### config.mk
export PLATFORM = sky130hd
export DESIGN_NAME = query_latency_size_stats_top_flat
export DESIGN_NICKNAME = d
export VERILOG_FILES = /design/src/design/qls_pkg.sv /design/src/design/qls_ifs.sv /design/src/design/qls_front.sv /design/src/design/qls_div.sv /design/src/design/qls_back.sv /design/src/design/query_latency_size_stats_top.sv /design/src/flat_wrapper.sv
export SDC_FILE = /design/constraint.sdc
export NUM_CORES = 2
export LEC_CHECK = 0
export BUFFER_PORTS_ARGS = -buffer_cell sky130_fd_sc_hd__clkbuf_2
export CAP_MARGIN = 30
export CORE_UTILIZATION = 64
export CTS_CLUSTER_SIZE = 40
export DETAILED_ROUTE_END_ITERATION = 12
export GPL_TIMING_DRIVEN = 0
export PLACE_DENSITY_LB_ADDON = 0.08
export SYNTH_ARGS = -nofsm -noshare
export SYNTH_HDL_FRONTEND = slang
export SYNTH_HIERARCHICAL = 1
export SYNTH_SLANG_ARGS = --single-unit
export TNS_END_PERCENT = 20
### constraint.sdc
create_clock -name clk -period 10.3 [get_ports clk]
set_input_delay 1.03 -clock clk [delete_from_list [all_inputs] [get_ports clk]]
set_output_delay 1.03 -clock clk [all_outputs]
set_load 0.1 [all_outputs]
### src/design/qls_pkg.sv
// qls_pkg: shared types and codes for the query latency and size statistics block.
// No dependencies; qls_front, qls_back, the top level and the bench refer to it by scoped names.
package qls_pkg;

  // action codes on the input channel
  localparam logic [2:0] ACT_ENABLE  = 3'd0;
  localparam logic [2:0] ACT_DISABLE = 3'd1;
  localparam logic [2:0] ACT_START   = 3'd2;
  localparam logic [2:0] ACT_STOP    = 3'd3;
  localparam logic [2:0] ACT_TICK    = 3'd4;

  // depth of the command queue between front and back
  localparam int QDEPTH = 2;

  // classified command, as handed from front to back
  typedef enum logic [2:0] {
    CMD_NONE,
    CMD_ENABLE,
    CMD_DISABLE,
    CMD_START,
    CMD_STOP_FAIL,
    CMD_STOP_OK,
    CMD_TICK
  } cmd_t;

  typedef struct packed {
    cmd_t        cmd;
    logic [31:0] byte_count;
  } cmd_word_t;

  // back-end sequencer
  typedef enum logic [1:0] {
    BST_IDLE,
    BST_MUL,
    BST_DIV_START,
    BST_DIV_WAIT
  } bst_t;

  // result word
  typedef struct packed {
    logic        enabled;
    logic [31:0] query_total;
    logic [31:0] error_total;
    logic [31:0] bytes_least;
    logic [31:0] bytes_mean;
    logic [31:0] bytes_most;
    logic [31:0] millis_least;
    logic [31:0] millis_mean;
    logic [31:0] millis_most;
  } snap_t;

endpackage

### src/design/qls_ifs.sv
// qls_ifs: valid/ready channel interfaces for the input and result words.
// Depends on nothing; used by the front, the top level and the bench.
interface qls_in_if;
  logic        valid;
  logic        ready;
  logic [2:0]  action;
  logic [31:0] byte_count;

  modport source (output valid, output action, output byte_count, input ready);
  modport sink   (input valid, input action, input byte_count, output ready);
endinterface

interface qls_out_if;
  logic        valid;
  logic        ready;
  logic        enabled;
  logic [31:0] query_total;
  logic [31:0] error_total;
  logic [31:0] bytes_least;
  logic [31:0] bytes_mean;
  logic [31:0] bytes_most;
  logic [31:0] millis_least;
  logic [31:0] millis_mean;
  logic [31:0] millis_most;

  modport source (output valid, output enabled, output query_total, output error_total,
                  output bytes_least, output bytes_mean, output bytes_most,
                  output millis_least, output millis_mean, output millis_most,
                  input ready);
  modport sink   (input valid, input enabled, input query_total, input error_total,
                  input bytes_least, input bytes_mean, input bytes_most,
                  input millis_least, input millis_mean, input millis_most,
                  output ready);
endinterface

### src/design/qls_front.sv
// qls_front: accepts input words, classifies the action and queues commands.
// Depends on qls_pkg and qls_in_if.
module qls_front (
  input  logic               clk,
  input  logic               rst_n,
  qls_in_if.sink             in_ch,
  output logic               cmd_valid,
  output qls_pkg::cmd_word_t cmd_word,
  input  logic               cmd_pop
);

  localparam int PTR_W = $clog2(qls_pkg::QDEPTH);

  qls_pkg::cmd_word_t q_r [qls_pkg::QDEPTH];
  logic [PTR_W-1:0]   wr_ptr_r;
  logic [PTR_W-1:0]   rd_ptr_r;
  logic [PTR_W:0]     count_r;
  qls_pkg::cmd_word_t cls;
  logic               accept;

  assign in_ch.ready = (count_r != (PTR_W+1)'(qls_pkg::QDEPTH));
  assign accept      = in_ch.valid && in_ch.ready;
  assign cmd_valid   = (count_r != '0);
  assign cmd_word    = q_r[rd_ptr_r];

  // stop is split here by success, so the back end only looks at the code
  always_comb begin
    cls.byte_count = in_ch.byte_count;
    unique case (in_ch.action)
      qls_pkg::ACT_ENABLE:  cls.cmd = qls_pkg::CMD_ENABLE;
      qls_pkg::ACT_DISABLE: cls.cmd = qls_pkg::CMD_DISABLE;
      qls_pkg::ACT_START:   cls.cmd = qls_pkg::CMD_START;
      qls_pkg::ACT_STOP:    cls.cmd = (in_ch.byte_count == 32'd0) ? qls_pkg::CMD_STOP_FAIL
                                                                   : qls_pkg::CMD_STOP_OK;
      qls_pkg::ACT_TICK:    cls.cmd = qls_pkg::CMD_TICK;
      default:              cls.cmd = qls_pkg::CMD_NONE;
    endcase
  end

  always_ff @(posedge clk) begin
    if (!rst_n) begin
      wr_ptr_r <= '0;
      rd_ptr_r <= '0;
      count_r  <= '0;
    end else begin
      if (accept) begin
        wr_ptr_r <= wr_ptr_r + PTR_W'(1);
      end
      if (cmd_pop) begin
        rd_ptr_r <= rd_ptr_r + PTR_W'(1);
      end
      if (accept && !cmd_pop) begin
        count_r <= count_r + (PTR_W+1)'(1);
      end else if (!accept && cmd_pop) begin
        count_r <= count_r - (PTR_W+1)'(1);
      end
    end
  end

  always_ff @(posedge clk) begin
    if (accept) begin
      q_r[wr_ptr_r] <= cls;
    end
  end

endmodule

### src/design/qls_div.sv
// qls_div: restoring divider, one quotient bit per cycle, for the running means.
// Depends on nothing; the caller guarantees the quotient fits in QW bits.
module qls_div #(
  parameter int QW = 32
) (
  input  logic             clk,
  input  logic             rst_n,
  input  logic             start,
  input  logic [QW+32:0]   num,
  input  logic [32:0]      den,
  output logic             done,
  output logic [QW-1:0]    quot,
  output logic [32:0]      rem
);

  localparam int CNT_W = $clog2(QW + 1);

  logic             busy_r;
  logic             done_r;
  logic [CNT_W-1:0] cnt_r;
  logic [32:0]      rem_r;
  logic [QW-1:0]    quo_r;
  logic [32:0]      den_r;
  logic [33:0]      trial;
  logic [33:0]      diff;
  logic             ge;

  assign trial = {rem_r, quo_r[QW-1]};
  assign diff  = trial - {1'b0, den_r};
  assign ge    = (trial >= {1'b0, den_r});
  assign done  = done_r;
  assign quot  = quo_r;
  assign rem   = rem_r;

  always_ff @(posedge clk) begin
    if (!rst_n) begin
      busy_r <= 1'b0;
      done_r <= 1'b0;
      cnt_r  <= '0;
    end else begin
      done_r <= 1'b0;
      if (start) begin
        busy_r <= 1'b1;
        cnt_r  <= CNT_W'(QW);
      end else if (busy_r) begin
        cnt_r <= cnt_r - CNT_W'(1);
        if (cnt_r == CNT_W'(1)) begin
          busy_r <= 1'b0;
          done_r <= 1'b1;
        end
      end
    end
  end

  // upper part of the numerator is already below the divisor
  always_ff @(posedge clk) begin
    if (start) begin
      rem_r <= num[QW+32:QW];
      quo_r <= num[QW-1:0];
      den_r <= den;
    end else if (busy_r) begin
      rem_r <= ge ? diff[32:0] : trial[32:0];
      quo_r <= {quo_r[QW-2:0], ge};
    end
  end

endmodule

### src/design/qls_back.sv
// qls_back: statistics state, fold sequencer and the result register.
// Depends on qls_pkg and qls_div.
module qls_back #(
  parameter int STAT_WIDTH = 32
) (
  input  logic               clk,
  input  logic               rst_n,
  input  logic               cmd_valid,
  input  qls_pkg::cmd_word_t cmd_word,
  output logic               cmd_pop,
  output logic               out_valid,
  input  logic               out_ready,
  output qls_pkg::snap_t     snap
);

  localparam int          SW         = STAT_WIDTH;
  localparam logic [31:0] BYTE_LIMIT = 32'((64'd1 << SW) - 64'd1);
  localparam logic        SEL_TIME   = 1'b0;
  localparam logic        SEL_BYTES  = 1'b1;

  qls_pkg::bst_t   state_r, state_nxt;
  logic            collecting_r;
  logic            open_r;
  logic [SW-1:0]   elapsed_r;
  logic [31:0]     succ_r;
  logic [31:0]     fail_r;
  logic [SW-1:0]   least_r [2];
  logic [SW-1:0]   mean_r  [2];
  logic [SW-1:0]   most_r  [2];
  logic [SW-1:0]   bval_r;
  logic            sel_r;
  logic [SW+31:0]  prod_r;
  logic            out_valid_r;

  logic            slot_free;
  logic            fold_go;
  logic            fold_done;
  logic            result_set;
  logic            div_start;
  logic            div_done;
  logic [SW+32:0]  div_num;
  logic [32:0]     div_den;
  logic [SW-1:0]   div_quot;
  logic [32:0]     div_rem;
  logic            round_up;
  logic [SW-1:0]   cur_val;
  logic [SW-1:0]   mean_new;
  logic [SW-1:0]   bsat;

  assign slot_free = !out_valid_r || out_ready;
  assign fold_go   = (cmd_word.cmd == qls_pkg::CMD_STOP_OK) && collecting_r && open_r;
  assign cur_val   = (sel_r == SEL_BYTES) ? bval_r : elapsed_r;
  assign div_num   = {1'b0, prod_r} + {33'd0, cur_val};
  assign div_den   = {1'b0, succ_r} + 33'd1;
  assign round_up  = ({div_rem, 1'b0} >= {1'b0, div_den});
  assign mean_new  = div_quot + SW'(round_up);
  assign bsat      = (cmd_word.byte_count > BYTE_LIMIT) ? '1 : cmd_word.byte_count[SW-1:0];

  qls_div #(.QW(SW)) u_div (
    .clk   (clk),
    .rst_n (rst_n),
    .start (div_start),
    .num   (div_num),
    .den   (div_den),
    .done  (div_done),
    .quot  (div_quot),
    .rem   (div_rem)
  );

  // next state
  always_comb begin
    state_nxt = state_r;
    unique case (state_r)
      qls_pkg::BST_IDLE: begin
        if (cmd_valid && slot_free && fold_go) begin
          state_nxt = qls_pkg::BST_MUL;
        end
      end
      qls_pkg::BST_MUL:       state_nxt = qls_pkg::BST_DIV_START;
      qls_pkg::BST_DIV_START: state_nxt = qls_pkg::BST_DIV_WAIT;
      qls_pkg::BST_DIV_WAIT: begin
        if (div_done) begin
          state_nxt = (sel_r == SEL_TIME) ? qls_pkg::BST_MUL : qls_pkg::BST_IDLE;
        end
      end
      default:                state_nxt = qls_pkg::BST_IDLE;
    endcase
  end

  // sequencer outputs
  always_comb begin
    cmd_pop    = 1'b0;
    div_start  = 1'b0;
    fold_done  = 1'b0;
    unique case (state_r)
      qls_pkg::BST_IDLE:      cmd_pop   = cmd_valid && slot_free;
      qls_pkg::BST_DIV_START: div_start = 1'b1;
      qls_pkg::BST_DIV_WAIT:  fold_done = div_done;
      default: ;
    endcase
    result_set = (cmd_pop && !fold_go) || (fold_done && (sel_r == SEL_BYTES));
  end

  always_ff @(posedge clk) begin
    if (!rst_n) begin
      state_r      <= qls_pkg::BST_IDLE;
      collecting_r <= 1'b0;
      open_r       <= 1'b0;
      elapsed_r    <= '0;
      succ_r       <= '0;
      fail_r       <= '0;
      out_valid_r  <= 1'b0;
      for (int i = 0; i < 2; i++) begin
        least_r[i] <= '0;
        mean_r[i]  <= '0;
        most_r[i]  <= '0;
      end
    end else begin
      state_r <= state_nxt;
      if (result_set) begin
        out_valid_r <= 1'b1;
      end else if (out_ready) begin
        out_valid_r <= 1'b0;
      end
      if (cmd_pop) begin
        unique case (cmd_word.cmd)
          qls_pkg::CMD_ENABLE: begin
            if (!collecting_r) begin
              collecting_r <= 1'b1;
              succ_r       <= '0;
              fail_r       <= '0;
              for (int i = 0; i < 2; i++) begin
                least_r[i] <= '0;
                mean_r[i]  <= '0;
                most_r[i]  <= '0;
              end
            end
          end
          qls_pkg::CMD_DISABLE: collecting_r <= 1'b0;
          qls_pkg::CMD_START: begin
            if (collecting_r) begin
              open_r    <= 1'b1;
              elapsed_r <= '0;
            end
          end
          qls_pkg::CMD_STOP_FAIL: begin
            if (collecting_r && open_r) begin
              fail_r <= fail_r + 32'd1;
              open_r <= 1'b0;
            end
          end
          qls_pkg::CMD_STOP_OK: begin
            if (collecting_r && open_r) begin
              open_r <= 1'b0;
            end
          end
          qls_pkg::CMD_TICK: begin
            if (open_r && (elapsed_r != '1)) begin
              elapsed_r <= elapsed_r + SW'(1);
            end
          end
          default: ;
        endcase
      end
      // least of 0 means unset
      if (fold_done) begin
        if ((least_r[sel_r] == '0) || (cur_val < least_r[sel_r])) begin
          least_r[sel_r] <= cur_val;
        end
        if (cur_val > most_r[sel_r]) begin
          most_r[sel_r] <= cur_val;
        end
        mean_r[sel_r] <= mean_new;
        if (sel_r == SEL_BYTES) begin
          succ_r <= succ_r + 32'd1;
        end
      end
    end
  end

  // time is folded first, then bytes
  always_ff @(posedge clk) begin
    if (cmd_pop) begin
      bval_r <= bsat;
      sel_r  <= SEL_TIME;
    end else if (fold_done) begin
      sel_r  <= SEL_BYTES;
    end
    if (state_r == qls_pkg::BST_MUL) begin
      prod_r <= {{SW{1'b0}}, succ_r} * {32'd0, mean_r[sel_r]};
    end
  end

  assign out_valid          = out_valid_r;
  assign snap.enabled       = collecting_r;
  assign snap.query_total   = succ_r;
  assign snap.error_total   = fail_r;
  assign snap.bytes_least   = 32'(least_r[SEL_BYTES]);
  assign snap.bytes_mean    = 32'(mean_r[SEL_BYTES]);
  assign snap.bytes_most    = 32'(most_r[SEL_BYTES]);
  assign snap.millis_least  = 32'(least_r[SEL_TIME]);
  assign snap.millis_mean   = 32'(mean_r[SEL_TIME]);
  assign snap.millis_most   = 32'(most_r[SEL_TIME]);

endmodule

### src/design/query_latency_size_stats_top.sv
// query_latency_size_stats_top: top level of the query statistics block.
// Depends on qls_pkg, qls_ifs, qls_front, qls_back (which holds qls_div).
//
// Usage notes:
//  - in_ch carries one event word (action, byte_count); out_ch returns one
//    statistics snapshot word per event, in order.
//  - The front end classifies each event and parks it in a two-word queue,
//    so in_ch can accept up to two words while a snapshot waits on out_ch.
//  - Enable, disable, start, tick, failed stop, stop with no open query and
//    unused codes: the result word is registered at the edge at which the
//    event leaves the queue; with an open output and no fold under way these
//    sustain one word per cycle.
//  - A successful stop folds elapsed millis and then bytes. Each fold is a
//    32x STAT_WIDTH multiply, an add and a STAT_WIDTH-step restoring divide
//    in the shared divider, and the snapshot appears after the byte fold.
//  - The snapshot sits in the state registers with a valid flag; it holds
//    while out_ch stalls, and no further event is executed until taken.
//  - Reset (rst_n low, synchronous) clears collection, the open query,
//    counts and all statistics, and empties the queue.
module query_latency_size_stats_top #(
  parameter int STAT_WIDTH = 32
) (
  input  logic       clk,
  input  logic       rst_n,
  qls_in_if.sink     in_ch,
  qls_out_if.source  out_ch
);

  logic               cmd_valid;
  logic               cmd_pop;
  qls_pkg::cmd_word_t cmd_word;
  logic               out_valid;
  qls_pkg::snap_t     snap;

  // front: accept and classify
  qls_front u_front (
    .clk       (clk),
    .rst_n     (rst_n),
    .in_ch     (in_ch),
    .cmd_valid (cmd_valid),
    .cmd_word  (cmd_word),
    .cmd_pop   (cmd_pop)
  );

  // back: execute, fold statistics, hold the result word
  qls_back #(.STAT_WIDTH(STAT_WIDTH)) u_back (
    .clk       (clk),
    .rst_n     (rst_n),
    .cmd_valid (cmd_valid),
    .cmd_word  (cmd_word),
    .cmd_pop   (cmd_pop),
    .out_valid (out_valid),
    .out_ready (out_ch.ready),
    .snap      (snap)
  );

  assign out_ch.valid        = out_valid;
  assign out_ch.enabled      = snap.enabled;
  assign out_ch.query_total  = snap.query_total;
  assign out_ch.error_total  = snap.error_total;
  assign out_ch.bytes_least  = snap.bytes_least;
  assign out_ch.bytes_mean   = snap.bytes_mean;
  assign out_ch.bytes_most   = snap.bytes_most;
  assign out_ch.millis_least = snap.millis_least;
  assign out_ch.millis_mean  = snap.millis_mean;
  assign out_ch.millis_most  = snap.millis_most;

  // the back end never takes from an empty queue
  a_pop_needs_word: assert property (@(posedge clk) disable iff (!rst_n)
    cmd_pop |-> cmd_valid)
    else $error("command popped from empty queue");

  // byte mean stays between least and most
  a_bytes_order: assert property (@(posedge clk) disable iff (!rst_n)
    (snap.bytes_least <= snap.bytes_mean) && (snap.bytes_mean <= snap.bytes_most))
    else $error("byte statistics out of order");

  // zero-length queries leave least unset, so the mean may sit below it;
  // only the bounds against most hold
  a_millis_order: assert property (@(posedge clk) disable iff (!rst_n)
    (snap.millis_least <= snap.millis_most) && (snap.millis_mean <= snap.millis_most))
    else $error("millisecond statistics out of order");

  // a new result never lands while the previous one is still stalled
  a_no_overrun: assert property (@(posedge clk) disable iff (!rst_n)
    (out_valid && !out_ch.ready) |=> out_valid && $stable(snap))
    else $error("result word overwritten while stalled");

endmodule

### src/flat_wrapper.sv
// flat-port wrapper written by rule: the top's interface ports become plain ports
module query_latency_size_stats_top_flat 
#(
  parameter int STAT_WIDTH = 32
)
  (clk, rst_n, in_ch_valid, in_ch_action, in_ch_byte_count, in_ch_ready, out_ch_valid, out_ch_enabled, out_ch_query_total, out_ch_error_total, out_ch_bytes_least, out_ch_bytes_mean, out_ch_bytes_most, out_ch_millis_least, out_ch_millis_mean, out_ch_millis_most, out_ch_ready);
  qls_in_if in_ch_i ();
  qls_out_if out_ch_i ();
  input  logic clk;
  input  logic rst_n;
  input wire logic [$bits(in_ch_i.valid)-1:0] in_ch_valid;
  input wire logic [$bits(in_ch_i.action)-1:0] in_ch_action;
  input wire logic [$bits(in_ch_i.byte_count)-1:0] in_ch_byte_count;
  output wire logic [$bits(in_ch_i.ready)-1:0] in_ch_ready;
  output wire logic [$bits(out_ch_i.valid)-1:0] out_ch_valid;
  output wire logic [$bits(out_ch_i.enabled)-1:0] out_ch_enabled;
  output wire logic [$bits(out_ch_i.query_total)-1:0] out_ch_query_total;
  output wire logic [$bits(out_ch_i.error_total)-1:0] out_ch_error_total;
  output wire logic [$bits(out_ch_i.bytes_least)-1:0] out_ch_bytes_least;
  output wire logic [$bits(out_ch_i.bytes_mean)-1:0] out_ch_bytes_mean;
  output wire logic [$bits(out_ch_i.bytes_most)-1:0] out_ch_bytes_most;
  output wire logic [$bits(out_ch_i.millis_least)-1:0] out_ch_millis_least;
  output wire logic [$bits(out_ch_i.millis_mean)-1:0] out_ch_millis_mean;
  output wire logic [$bits(out_ch_i.millis_most)-1:0] out_ch_millis_most;
  input wire logic [$bits(out_ch_i.ready)-1:0] out_ch_ready;
  assign in_ch_i.valid = in_ch_valid;
  assign in_ch_i.action = in_ch_action;
  assign in_ch_i.byte_count = in_ch_byte_count;
  assign in_ch_ready = in_ch_i.ready;
  assign out_ch_valid = out_ch_i.valid;
  assign out_ch_enabled = out_ch_i.enabled;
  assign out_ch_query_total = out_ch_i.query_total;
  assign out_ch_error_total = out_ch_i.error_total;
  assign out_ch_bytes_least = out_ch_i.bytes_least;
  assign out_ch_bytes_mean = out_ch_i.bytes_mean;
  assign out_ch_bytes_most = out_ch_i.bytes_most;
  assign out_ch_millis_least = out_ch_i.millis_least;
  assign out_ch_millis_mean = out_ch_i.millis_mean;
  assign out_ch_millis_most = out_ch_i.millis_most;
  assign out_ch_i.ready = out_ch_ready;
  query_latency_size_stats_top #(.STAT_WIDTH(STAT_WIDTH)) u_core (.clk(clk), .rst_n(rst_n), .in_ch(in_ch_i), .out_ch(out_ch_i));
endmodule
==> load_flow_metrics.sql <==
INSERT INTO impl_metrics (metric_group, metric, value, unit) VALUES
('timing', 'fmaxAchievable', '97.7', 'MHz'),
('timing', 'pins_over_slew_limit', '0', ''),
('power_and_ir_drop', 'p_comb_share', '20.9', '%'),
('worst_setup_path', 'critical_path.n_buffers_inverters', '8', ''),
('drt', 'detail-route-antenna-nets', '0', ''),
('power_and_ir_drop', 'clock_power_share', '34.5', '%'),
('global_routing', 'antenna_found_initial', '18', ''),
('timing', 'slew_headroom', '20.4', '%'),
('worst_setup_path', 'timing.setup.critical_path_class', 'reg2reg', ''),
('drt', 'vias_per_cell', '6.38', ''),
('die', 'initial_utilization', '64.9', '%'),
('logic_synthesis', 'synth.yosys.seq_area_share', '24.9', '%'),
('worst_setup_path', 'cp_slowest_cell', 'mux2i_2', ''),
('worst_setup_path', 'worst_ep_required_time', '10.73', 'ns'),
('power_and_ir_drop', 'fin_total_pwr', '6360', 'uW'),
('clock_network', 'clk_root_buffer_cell', 'clkbuf_16', ''),
('power_and_ir_drop', 'sw_frac_of_total', '35.2', '%'),
('cells_and_area', 'fin_area', '70500', 'um2'),
('die', 'io-pin-count', '298', ''),
('die', 'die-height', '319', 'um'),
('logic_synthesis', 'netlist.top_cell.by_area', 'fa_1', ''),
('cells_and_area', 'area.growth.synth_to_final', '9.74', '%'),
('power_and_ir_drop', 'switchingPower', '2240', 'uW'),
('drt', 'vias', '53400', ''),
('clock_network', 'cts_buffers', '61', ''),
('worst_setup_path', 'critPathMostFrequentCell', 'fa_1', ''),
('timing', 'report.final.hold_viol_count', '0', ''),
('drt', 'dr.first_iter.drc_count', '7375', ''),
('drt', 'drc', '0', ''),
('global_routing', 'pin_count_of_the_biggest_net_entering_global_routing', '65', ''),
('timing', 'finalHoldWorstSlack', '0.496', 'ns'),
('power_and_ir_drop', 'power_density', '90.1', 'nW/um2'),
('logic_synthesis', 'synth.area.top_cells', 'fa_1 (28%), edfxtp_1 (21%), ha_1 (8.4%), inv_1 (6.2%), and2_1 (5.0%)', ''),
('worst_setup_path', 'timing.critical_path.max_delay_family', 'adder cells', ''),
('drt', 'wire_length_per_cell_after_detailed_routing', '29.7', 'um'),
('timing', 'finalCritPeriodShare', '99.4', '%'),
('worst_setup_path', 'critPathMaxFanout', '19', ''),
('die', 'die_w', '319', 'um'),
('logic_synthesis', 'netlist.area_leader.share', '28.0', '%'),
('logic_synthesis', 'yosys_register_bits', '572', ''),
('run', 'timing.max_cap.violations', '0', ''),
('power_and_ir_drop', 'p_int', '4120', 'uW'),
('timing', 'tns', '0', 'ns'),
('drt', 'routed_wirelength', '248000', 'um'),
('global_routing', 'global_route_wire_length_before_repair', '356000', 'um'),
('clock_network', 'clkTransAtPathRegs', '0.06', 'ns'),
('logic_synthesis', 'synth-main-ff-cell', 'edfxtp_1', ''),
('clock_network', 'max-clock-path-buffers', '3', ''),
('logic_synthesis', 'cell_with_the_most_instances_after_synthesis', 'inv_1', ''),
('status', 'outcome', 'finished clean', ''),
('cells_and_area', 'nNetsFinal', '8384', ''),
('power_and_ir_drop', 'power_frac_seq', '44.5', '%'),
('place', 'place.detailed.hpwl', '202000', 'um'),
('global_routing', 'total_global_route_track_usage', '49.3', '%'),
('timing', 'finalClockSkew', '0.0406', 'ns'),
('logic_synthesis', 'post_synthesis_cell_type_count', '93', ''),
('clock_network', 'ctsHoldBuffers', '0', ''),
('timing', 'rsz0062_at_grt', 'true', ''),
('timing', 'setup_violations', '0', ''),
('logic_synthesis', 'yosys-top-cells-count', 'inv_1 (1065), fa_1 (898), nand2_1 (674), and2_1 (515), edfxtp_1 (456)', ''),
('global_routing', 'grt_pass1_vias', '52300', ''),
('worst_setup_path', 'end_kind', 'flip-flop', ''),
('place', 'io_buffers', '297', ''),
('global_routing', 'grt_overflow', '0', ''),
('logic_synthesis', 'synth_fp_nets', '7956', ''),
('drt', 'drtPass1Iterations', '10', ''),
('cells_and_area', 'fin_util', '71.2', '%'),
('place', 'routabilityCongestion', '1.11', ''),
('cells_and_area', 'post_route_cells_drive_above_1_share', '9.73', '%'),
('die', 'row_count', '115', ''),
('worst_setup_path', 'arrival', '10.67', 'ns');
-- registers in the layout, indices dropped and copies added (netlist names), 2 cells and up, named ones only --
register                   count
u_core/u_front/q_r            70
u_core/u_back/least_r         64
u_core/u_back/mean_r          64
u_core/u_back/most_r          64
u_core/u_back/prod_r          64
u_core/u_back/u_div/den_r     33
u_core/u_back/u_div/rem       33
u_core/u_back/bval_r          32
u_core/u_back/elapsed_r       32
u_core/u_back/fail_r          32
u_core/u_back/succ_r          32
u_core/u_back/u_div/quot      32
u_core/u_back/u_div/cnt_r      6
u_core/u_back/state_r          2
u_core/u_front/count_r         2
-- metal layers --
| metal | wire (um) | global-route usage [%] |
|---|---|---|
| met5 | 58 | 1.80 |
| met2 | 99100 | 67.2 |
| met1 | 86800 | 62.8 |
| met3 | 41800 | 22.5 |
| met4 | 20500 | 32.1 |
-- worst paths after layout --
| path | cells past startpoint | slack [ns] | start | to |
|---|---|---|---|---|
| min | 2 | 0.50 | u_core/u_back/open_r | u_core/u_back/open_r |
| min reg2reg | 2 | 0.50 | u_core/u_back/open_r | u_core/u_back/open_r |
| max reg2reg | 29 | 0.06 | flip-flop | u_core/u_back/prod_r[63] |
| max | 29 | 0.06 | flip-flop | u_core/u_back/prod_r[63] |
-- timing repair --
| item | in CTS | in global routing |
|---|---|---|
| endpoints found under the setup margin | 34 | 13 |
| resized for setup | 20 | 20 |
| pin swaps | 1 | 2 |
| setup buffers | 2 | 1 |
-- cells in the final DEF, fill, tap and decap left out, types with 24 or more instances in the layout --
master / netlist / layout
nor4_1: 34 / 34
buf_8: 0 / 24
xor2_1: 144 / 144
a21o_1: 92 / 92
nor2b_1: 128 / 128
buf_2: 36 / 37
ha_1: 434 / 432
fa_1: 898 / 897
nand2_1: 674 / 673
o21a_1: 30 / 30
edfxtp_1: 456 / 456
clkbuf_16: 0 / 62
inv_1: 1065 / 1064
nor3_1: 56 / 55
nor2_1: 383 / 382
a21oi_1: 195 / 194
clkbuf_2: 0 / 308
and2_1: 515 / 515
mux2i_1: 83 / 76
and3_1: 45 / 44
nand2b_1: 29 / 29
a21boi_0: 42 / 41
clkbuf_1: 295 / 289
o21ai_0: 124 / 121
mux2_2: 103 / 103
nor3b_1: 42 / 42
nand4_1: 90 / 90
nand3_1: 105 / 105
dfxtp_1: 116 / 116
xnor2_1: 121 / 121
-- worst register-to-register path, delay by kind of cell, from the launching register on --
| kind | cells | cell delay (ns) |
|---|---|---|
| compound gates | 7 | 1.50 |
| flops | 1 | 0.32 |
| fa+ha+maj | 9 | 4.64 |
| xor+xnor | 1 | 0.11 |
| simple gates | 3 | 0.72 |
| buf+inv | 8 | 1.74 |
| mux | 1 | 0.96 |
-- metrics by stage --
step | instances | setup slack (ns)
4_1_cts | 8331 | 0.0123
6_report | 8364 | 0.0638
3_5_place_dp | 8216 | -1.43
5_1_grt | 8351 | -0.0413
2_1_floorplan | 6585 | 1.30
3_3_place_gp | 8169 | -3.04
-- area by class of cell --
cell class / count / area, um2
plain buffers: 346 / 1430
repair buffers: 367 / 2490
inverters: 1065 / 4000
flip-flops and latches: 572 / 16000
clock buffers: 75 / 1650
well taps: 1287 / 1610
clock inverters: 39 / 318
fillers: 7544 / 28500
diodes: 13 / 32.5
multi-input cells: 4600 / 43000
-- power groups by stage --
stage | logic, uW | registers [uW] | clock network, uW
floorplan | 381 | 3340 | 0
global placement | 1220 | 2880 | 0
detailed placement | 1280 | 2870 | 0
CTS | 1290 | 2830 | 2200
global route | 1340 | 2840 | 2280
finish | 1330 | 2830 | 2200
-- cells by family after synthesis --
| group | share of synthesized area [%] |
|---|---|
| AOI/OAI and AO/OA | 6.63 |
| xor gates and xnor gates | 3.61 |
| adders and majority gates | 36.4 |
| buffers and inverters | 8.41 |
| DFF | 24.9 |
| muxes | 3.10 |
| and+or+nand+nor | 16.9 |
(Power assumes the default switching activity.)
